### src/itr_pkg.sv
// itr_pkg: shared types, constants and step tables for the integer to roman numeral block
// no dependencies; used by itr_front, itr_queue, itr_back and integer_to_roman_numeral
package itr_pkg;

  localparam int unsigned IN_WIDTH    = 13;
  localparam int unsigned VALUE_WIDTH = 12;
  localparam int unsigned CHAR_WIDTH  = 8;
  localparam int unsigned STEP_COUNT  = 13;
  localparam int unsigned STEP_WIDTH  = 4;
  localparam int unsigned QUEUE_DEPTH = 4;   // power of two

  localparam logic [VALUE_WIDTH-1:0] MAX_VALUE = 12'd3999;

  localparam logic [CHAR_WIDTH-1:0] CHAR_NONE = 8'h00;
  localparam logic [CHAR_WIDTH-1:0] CHAR_M    = 8'h4D;
  localparam logic [CHAR_WIDTH-1:0] CHAR_D    = 8'h44;
  localparam logic [CHAR_WIDTH-1:0] CHAR_C    = 8'h43;
  localparam logic [CHAR_WIDTH-1:0] CHAR_L    = 8'h4C;
  localparam logic [CHAR_WIDTH-1:0] CHAR_X    = 8'h58;
  localparam logic [CHAR_WIDTH-1:0] CHAR_V    = 8'h56;
  localparam logic [CHAR_WIDTH-1:0] CHAR_I    = 8'h49;

  // what the front part decided about an input transaction
  typedef enum logic [1:0] {
    KIND_ERROR,
    KIND_ZERO,
    KIND_NUMBER
  } kind_t;

  typedef struct packed {
    kind_t                  kind;
    logic [VALUE_WIDTH-1:0] value;
  } item_t;

  function automatic logic [VALUE_WIDTH-1:0] step_value(input logic [STEP_WIDTH-1:0] idx);
    logic [VALUE_WIDTH-1:0] v;
    case (idx)
      4'd0:    v = 12'd1000;
      4'd1:    v = 12'd900;
      4'd2:    v = 12'd500;
      4'd3:    v = 12'd400;
      4'd4:    v = 12'd100;
      4'd5:    v = 12'd90;
      4'd6:    v = 12'd50;
      4'd7:    v = 12'd40;
      4'd8:    v = 12'd10;
      4'd9:    v = 12'd9;
      4'd10:   v = 12'd5;
      4'd11:   v = 12'd4;
      default: v = 12'd1;
    endcase
    return v;
  endfunction

  function automatic logic [CHAR_WIDTH-1:0] step_first(input logic [STEP_WIDTH-1:0] idx);
    logic [CHAR_WIDTH-1:0] c;
    case (idx)
      4'd0:    c = CHAR_M;
      4'd1:    c = CHAR_C;
      4'd2:    c = CHAR_D;
      4'd3:    c = CHAR_C;
      4'd4:    c = CHAR_C;
      4'd5:    c = CHAR_X;
      4'd6:    c = CHAR_L;
      4'd7:    c = CHAR_X;
      4'd8:    c = CHAR_X;
      4'd9:    c = CHAR_I;
      4'd10:   c = CHAR_V;
      default: c = CHAR_I;
    endcase
    return c;
  endfunction

  function automatic logic [CHAR_WIDTH-1:0] step_second(input logic [STEP_WIDTH-1:0] idx);
    logic [CHAR_WIDTH-1:0] c;
    case (idx)
      4'd1:    c = CHAR_M;
      4'd3:    c = CHAR_D;
      4'd5:    c = CHAR_C;
      4'd7:    c = CHAR_L;
      4'd9:    c = CHAR_X;
      4'd11:   c = CHAR_V;
      default: c = CHAR_NONE;
    endcase
    return c;
  endfunction

  // largest step value that fits; independent compares, lowest index wins
  function automatic logic [STEP_WIDTH-1:0] pick_step(input logic [VALUE_WIDTH-1:0] rem);
    logic [STEP_WIDTH-1:0] idx;
    idx = STEP_WIDTH'(STEP_COUNT - 1);
    for (int i = STEP_COUNT - 1; i >= 0; i--) begin
      if (rem >= step_value(STEP_WIDTH'(i))) begin
        idx = STEP_WIDTH'(i);
      end
    end
    return idx;
  endfunction

endpackage

### src/itr_front.sv
// itr_front: input side, classifies each transaction as error, zero or number
// depends on itr_pkg
module itr_front (
  input  logic                           in_valid,
  input  logic [itr_pkg::IN_WIDTH-1:0]   in_number,
  input  logic                           queue_full,
  output logic                           in_ready,
  output logic                           push,
  output itr_pkg::item_t                 push_item
);

  logic is_negative;
  logic too_large;

  assign in_ready    = !queue_full;
  assign push        = in_valid && in_ready;
  assign is_negative = in_number[itr_pkg::IN_WIDTH-1];
  assign too_large   = in_number[itr_pkg::VALUE_WIDTH-1:0] > itr_pkg::MAX_VALUE;

  always_comb begin
    push_item.value = in_number[itr_pkg::VALUE_WIDTH-1:0];
    if (is_negative || too_large) begin
      push_item.kind = itr_pkg::KIND_ERROR;
    end else if (in_number[itr_pkg::VALUE_WIDTH-1:0] == '0) begin
      push_item.kind = itr_pkg::KIND_ZERO;
    end else begin
      push_item.kind = itr_pkg::KIND_NUMBER;
    end
  end

endmodule

### src/itr_queue.sv
// itr_queue: short fifo of classified items between front and back
// depends on itr_pkg
module itr_queue (
  input  logic           clk,
  input  logic           rst,
  input  logic           push,
  input  itr_pkg::item_t push_item,
  input  logic           pop,
  output logic           full,
  output logic           not_empty,
  output itr_pkg::item_t pop_item
);

  localparam int unsigned AW = $clog2(itr_pkg::QUEUE_DEPTH);

  itr_pkg::item_t entries [itr_pkg::QUEUE_DEPTH];
  logic [AW-1:0]  wr_ptr;
  logic [AW-1:0]  rd_ptr;
  logic [AW:0]    count;

  assign full      = count == (AW+1)'(itr_pkg::QUEUE_DEPTH);
  assign not_empty = count != '0;
  assign pop_item  = entries[rd_ptr];

  always_ff @(posedge clk) begin
    if (rst) begin
      wr_ptr <= '0;
      rd_ptr <= '0;
      count  <= '0;
    end else begin
      if (push) begin
        wr_ptr <= wr_ptr + 1'b1;
      end
      if (pop) begin
        rd_ptr <= rd_ptr + 1'b1;
      end
      if (push && !pop) begin
        count <= count + 1'b1;
      end else if (pop && !push) begin
        count <= count - 1'b1;
      end
    end
  end

  always_ff @(posedge clk) begin
    if (push) begin
      entries[wr_ptr] <= push_item;
    end
  end

endmodule

### src/itr_back.sv
// itr_back: greedy subtraction sequencer, one letter per cycle into an output register
// while out_ready allows; depends on itr_pkg
module itr_back (
  input  logic                             clk,
  input  logic                             rst,
  input  logic                             q_not_empty,
  input  itr_pkg::item_t                   q_item,
  output logic                             q_pop,
  output logic                             out_valid,
  input  logic                             out_ready,
  output logic [itr_pkg::CHAR_WIDTH-1:0]   out_code,
  output logic                             out_char_valid,
  output logic                             out_error,
  output logic                             out_last
);

  logic                              busy;
  logic [itr_pkg::VALUE_WIDTH-1:0]   rem;
  logic [itr_pkg::CHAR_WIDTH-1:0]    pend;

  logic                              busy_next;
  logic [itr_pkg::VALUE_WIDTH-1:0]   rem_next;
  logic [itr_pkg::CHAR_WIDTH-1:0]    pend_next;
  logic [itr_pkg::CHAR_WIDTH-1:0]    code_next;
  logic                              char_valid_next;
  logic                              error_next;
  logic                              last_next;

  logic                              load;
  logic [itr_pkg::VALUE_WIDTH-1:0]   src_value;
  logic [itr_pkg::STEP_WIDTH-1:0]    idx;
  logic [itr_pkg::VALUE_WIDTH-1:0]   diff;
  logic [itr_pkg::CHAR_WIDTH-1:0]    second;

  assign load  = (!out_valid || out_ready) && (busy || q_not_empty);
  assign q_pop = load && !busy;

  assign src_value = busy ? rem : q_item.value;
  assign idx       = itr_pkg::pick_step(src_value);
  assign diff      = src_value - itr_pkg::step_value(idx);
  assign second    = itr_pkg::step_second(idx);

  always_comb begin
    busy_next       = busy;
    rem_next        = rem;
    pend_next       = pend;
    code_next       = itr_pkg::CHAR_NONE;
    char_valid_next = 1'b0;
    error_next      = 1'b0;
    last_next       = 1'b1;
    if (busy && pend != itr_pkg::CHAR_NONE) begin
      // second letter of a subtractive pair
      code_next       = pend;
      char_valid_next = 1'b1;
      pend_next       = itr_pkg::CHAR_NONE;
      last_next       = rem == '0;
      busy_next       = rem != '0;
    end else if (busy || q_item.kind == itr_pkg::KIND_NUMBER) begin
      code_next       = itr_pkg::step_first(idx);
      char_valid_next = 1'b1;
      rem_next        = diff;
      pend_next       = second;
      last_next       = diff == '0 && second == itr_pkg::CHAR_NONE;
      busy_next       = !last_next;
    end else begin
      error_next = q_item.kind == itr_pkg::KIND_ERROR;
      busy_next  = 1'b0;
    end
  end

  always_ff @(posedge clk) begin
    if (rst) begin
      busy      <= 1'b0;
      pend      <= itr_pkg::CHAR_NONE;
      out_valid <= 1'b0;
    end else begin
      if (load) begin
        busy      <= busy_next;
        pend      <= pend_next;
        out_valid <= 1'b1;
      end else if (out_ready) begin
        out_valid <= 1'b0;
      end
    end
  end

  always_ff @(posedge clk) begin
    if (load) begin
      rem            <= rem_next;
      out_code       <= code_next;
      out_char_valid <= char_valid_next;
      out_error      <= error_next;
      out_last       <= last_next;
    end
  end

endmodule

### src/integer_to_roman_numeral.sv
// integer_to_roman_numeral: top level, converts a signed integer into roman numeral letters
// depends on itr_pkg, itr_front, itr_queue, itr_back
//
// usage:
//   s_axis carries one signed 13-bit integer per transaction (tdata[12:0]).
//   m_axis returns the numeral one ascii letter per transaction, most
//   significant letter first, with tlast on the final letter of each run.
//   tuser[0] marks a letter in tdata; zero input gives one transaction with
//   tuser[0] low; a negative input or one above 3999 gives one transaction
//   with tuser[1] (error) set, both ending with tlast.
// timing:
//   the first result passes through the queue and then the output register;
//   an input gives 1 to 15 results, set by the letter count of its numeral
//   (the back sequencer emits one per cycle while m_axis_tready allows).
//   a four-entry queue lets several inputs be accepted while a run is
//   still being emitted; s_axis_tready drops only when the queue is full.
// reset: rst (synchronous, active high) empties the queue, stops any run
//   and clears m_axis_tvalid.
// stall: when m_axis_tready is low the output register holds its
//   transaction and the sequencer waits; input keeps filling the queue.
module integer_to_roman_numeral (
  input  logic        clk,
  input  logic        rst,
  input  logic        s_axis_tvalid,
  output logic        s_axis_tready,
  input  logic [15:0] s_axis_tdata,   // [12:0] number_in, [15:13] zero
  output logic        m_axis_tvalid,
  input  logic        m_axis_tready,
  output logic [7:0]  m_axis_tdata,   // [7:0] char_code
  output logic [1:0]  m_axis_tuser,   // [0] char_valid, [1] error_flag
  output logic        m_axis_tlast    // last_char
);

  // front to queue
  logic           push;
  itr_pkg::item_t push_item;
  logic           queue_full;

  // queue to back
  logic           q_pop;
  logic           q_not_empty;
  itr_pkg::item_t q_item;

  // output register fields
  logic [itr_pkg::CHAR_WIDTH-1:0] char_code;
  logic                           char_valid;
  logic                           error_flag;
  logic                           last_char;

  // classify each input transaction
  itr_front u_front (
    .in_valid   (s_axis_tvalid),
    .in_number  (s_axis_tdata[itr_pkg::IN_WIDTH-1:0]),
    .queue_full (queue_full),
    .in_ready   (s_axis_tready),
    .push       (push),
    .push_item  (push_item)
  );

  // decouples input acceptance from letter emission
  itr_queue u_queue (
    .clk       (clk),
    .rst       (rst),
    .push      (push),
    .push_item (push_item),
    .pop       (q_pop),
    .full      (queue_full),
    .not_empty (q_not_empty),
    .pop_item  (q_item)
  );

  // greedy subtraction, one letter per cycle while m_axis_tready allows it
  itr_back u_back (
    .clk            (clk),
    .rst            (rst),
    .q_not_empty    (q_not_empty),
    .q_item         (q_item),
    .q_pop          (q_pop),
    .out_valid      (m_axis_tvalid),
    .out_ready      (m_axis_tready),
    .out_code       (char_code),
    .out_char_valid (char_valid),
    .out_error      (error_flag),
    .out_last       (last_char)
  );

  assign m_axis_tdata = char_code;
  assign m_axis_tuser = {error_flag, char_valid};
  assign m_axis_tlast = last_char;

endmodule

### config.mk
export PLATFORM = sky130hd
export DESIGN_NAME = integer_to_roman_numeral
export DESIGN_NICKNAME = d
export VERILOG_FILES = /design/src/itr_pkg.sv /design/src/itr_front.sv /design/src/itr_queue.sv /design/src/itr_back.sv /design/src/integer_to_roman_numeral.sv
export SDC_FILE = /design/constraint.sdc
export NUM_CORES = 1
export LEC_CHECK = 0
export ABC_AREA = 1
export BUFFER_PORTS_ARGS = -buffer_cell sky130_fd_sc_hd__buf_2
export CELL_PAD_IN_SITES_DETAIL_PLACEMENT = 1
export CELL_PAD_IN_SITES_GLOBAL_PLACEMENT = 1
export CORE_MARGIN = 2
export CORE_UTILIZATION = 30
export DETAILED_ROUTE_END_ITERATION = 16
export PLACE_DENSITY = 0.52
export SYNTH_ARGS = -nofsm -noshare
export SYNTH_HDL_FRONTEND = slang
export SYNTH_SLANG_ARGS = --single-unit
### constraint.sdc
create_clock -name clk -period 5.3 [get_ports clk]
set_clock_uncertainty 0.05 [all_clocks]
set_input_delay 1.06 -clock clk [delete_from_list [all_inputs] [get_ports clk]]
set_output_delay 1.06 -clock clk [all_outputs]
set_load 0.03 [all_outputs]
==> results.md <==
* Sequential cell area fraction in the yosys report at between 40 and 50%
* WL per Instance at 16.28 um
* Ant diodes at 0
* Largest net degree at the start of global routing at 21
* Critical path type: flop to flop
* DRT iter0 DRCs at 210
* Synth top cells by count: 148 x nand2_1, 101 x inv_1, 77 x edfxtp_1, 41 x nand3_1, 34 x nor2_1
* Worst Path Max Fanout at 16
* Most used flip-flop cell after synthesis: edfxtp_1
* GRT Util Overall at 16.61%
* Number of synthesis warnings at 0
* Slowest stage delay, CP at 0.46 ns
* Hpwl dp at roughly 11000 um
* Dpl cells at 868
* Run status: complete, no violations
* Endpoints failing setup at 0
* HP Class: flop to flop
* First-pass GRT wire length at 23760 um
* Initial antenna violation count at 0
* Via count at 4161
* Clock Latency Late Sink at 0.35 ns
* Post-Route WL at around 14000 um
* Max Fclk at 208.6 MHz
* Rel. slew slack at approximately a third
* Share of cells above drive strength 1 at 19.82%
* Hold Vio Cnt, Final at 0
* Layout area overhead at 15.57%
* Top cells by area, synth: edfxtp_1 43%, nand2_1 10%, inv_1 7.1%
* FF/Latch Area at 2654 um^2
* Library cells used by synthesis at between 40 and 50
* Multi-input gate area at 2216 um^2
* Die ar. at 18870 um^2
* WP data required at 5.49 ns
* Pins over their slew limit at 0
* Cell accounting for the most synthesized area: edfxtp_1
* Final #Nets at 698
* DRC viols at 0
* Most frequent cell after synthesis: nand2_1
* Die X at 137.4 um
* Max_cap viols at 0
* Post-synth ARST share at 0%
* Worst-path clk slew at ~0.070 ns
* Via density per instance at 4.696
* CTS tree: done
* Mapped cell area at approximately 5300 um^2
* CTS root buffer: clkbuf_16
* Max clock buf depth at 2
* Synth top area share at between 40 and 50%
* Critical path endpoint category: flop
* Vias in the first global route at 4433
* Gr ovfl total at 0
* Most used cell, CP: nand2_1
* Routed Antenna Nets at 0
* CTS Sinks at between 90 and 100
* Initial Util at 30.75%
* Die Y at around 140 um
* Site row count at 48
* Syn_area_per_cell at 8.705 um^2
* Number of synthesized flops with an enable pin at 77
* Cells after Synth at 613
* Initial DRT Pass Iterations at 4
* PnR worst setup slack at 0.5050 ns
* Cts bufs inserted at 9
* Pre-CTS setup slack at ~0.040 ns
* Fill cells at 2042
* Final Cycle Share at 90.47%
* Slowest stage cell, crit path: fa_1
* CP arrival at 4.98 ns
* Ports at 33
* Min Tclk post-route at 4.795 ns
* Setup TNS at 0 ns
* GP Congestion at 0.8038
* Core Region at 17360 um^2
* Non-Filler Instances at 886
* I/O Buffers at 27
* Flops & latches, synth at 94
* Fin util at between 30% and 40%
* Worst Tran Pin Value at 1.029 ns
* Crit path launch type: flop
* H-tree depth at 3
-- flip-flops by register name (all words and copies together), names as in the netlist, named ones only --
signal                 flops
u_back.out_code            6
u_back.out_valid           1
u_back.rem                12
u_back.out_error           1
u_queue.wr_ptr             2
u_queue.count              3
u_back.pend                6
u_back.out_last            1
u_back.busy                1
u_queue.rd_ptr             2
u_queue.entries           56
u_back.out_char_valid      1
-- through the flow --
stage / instance area, um^2 / hold WS, ns
2_1_floorplan: 5340 / 0.3953
5_1_grt: 6167 / 0.4617
4_1_cts: 6085 / 0.4326
3_5_place_dp: 5782 / 0.4206
3_3_place_gp: 5782 / 0.4089
6_report: 6167 / 0.4295
-- worst paths after layout --
path | slack (ns) | cells past startpoint | end | from
worst max-delay path | 0.51 | 35 | u_back.busy | flop
worst min-delay path | 0.43 | 2 | u_back.pend[6] | u_back.pend[6]
worst max register to register | 0.51 | 35 | u_back.busy | flop
worst min register to register | 0.43 | 2 | u_back.pend[6] | u_back.pend[6]
-- metal layers --
metal	vias to the layer above	share of wire (%)	GRT usage (%)
met5	-	0	0
met4	0	0.87	3.207
met3	13	2.6	2.907
met2	53	49	28.41
met1	2016	48	22.16
li1	2079	-	-
-- what timing repair did --
item,in CTS,in global routing
gates cloned,0,0
pin swaps,0,3
setup endpoints to repair,1,3
setup buffers,0,2
resized for setup,1,20
hold buffers,0,0
-- critical path: cells and delay by family, from the launching register on --
family                   cells  cell delay, ns
AND/OR/NAND/NOR             22            1.85
XOR/XNOR                     1            0.20
buffers and inverters        3            0.42
AO/OA/AOI/OAI                6            0.78
adder cells (fa/ha/maj)      3            1.01
flip-flops                   1            0.37
-- cells by family after synthesis --
family / Yosys count / share of synthesized area, %
other cells: 1 / 0.07027
buf+inv: 126 / 10.15
compound gates: 79 / 8.722
fa+ha+maj: 22 / 5.440
xor+xnor: 9 / 1.477
simple gates: 282 / 24.43
flops: 94 / 49.71
-- cells in the final DEF (no fill, tap or decap), types with 2 or more instances in the layout --
cell type / instances
nand2_1: 148
inv_1: 101
edfxtp_1: 77
nand3_1: 41
nor2_1: 28
buf_2: 27
a21oi_1: 26
o21ai_0: 20
ha_1: 18
buf_4: 17
dfxtp_1: 16
nor2_2: 13
nand2_2: 11
clkbuf_16: 10
inv_2: 9
or2_2: 8
xor2_1: 8
nand3_2: 7
a31oi_1: 6
o21ai_2: 6
nor4_1: 6
o21ai_1: 5
nor2_4: 5
nor3_1: 5
nand4_1: 4
o21ai_4: 3
inv_4: 2
nand2_4: 2
a21oi_2: 2
o21bai_1: 2
o21a_1: 2
o22ai_1: 2
fa_1: 2
conb_1: 2
-- area by class of cell --
cell class                 instances  area share (%)
sequential                        94           43.03
multi-input combinational        394           35.93
inverter                         111           6.797
timing repair buffer              46           4.768
tap                              225           4.565
clock buffer                      12           4.342
clock inverter                     4          0.5681
Power is not shown: default switching activity piles up to over one toggle a cycle in this logic, so the estimate is an artifact.
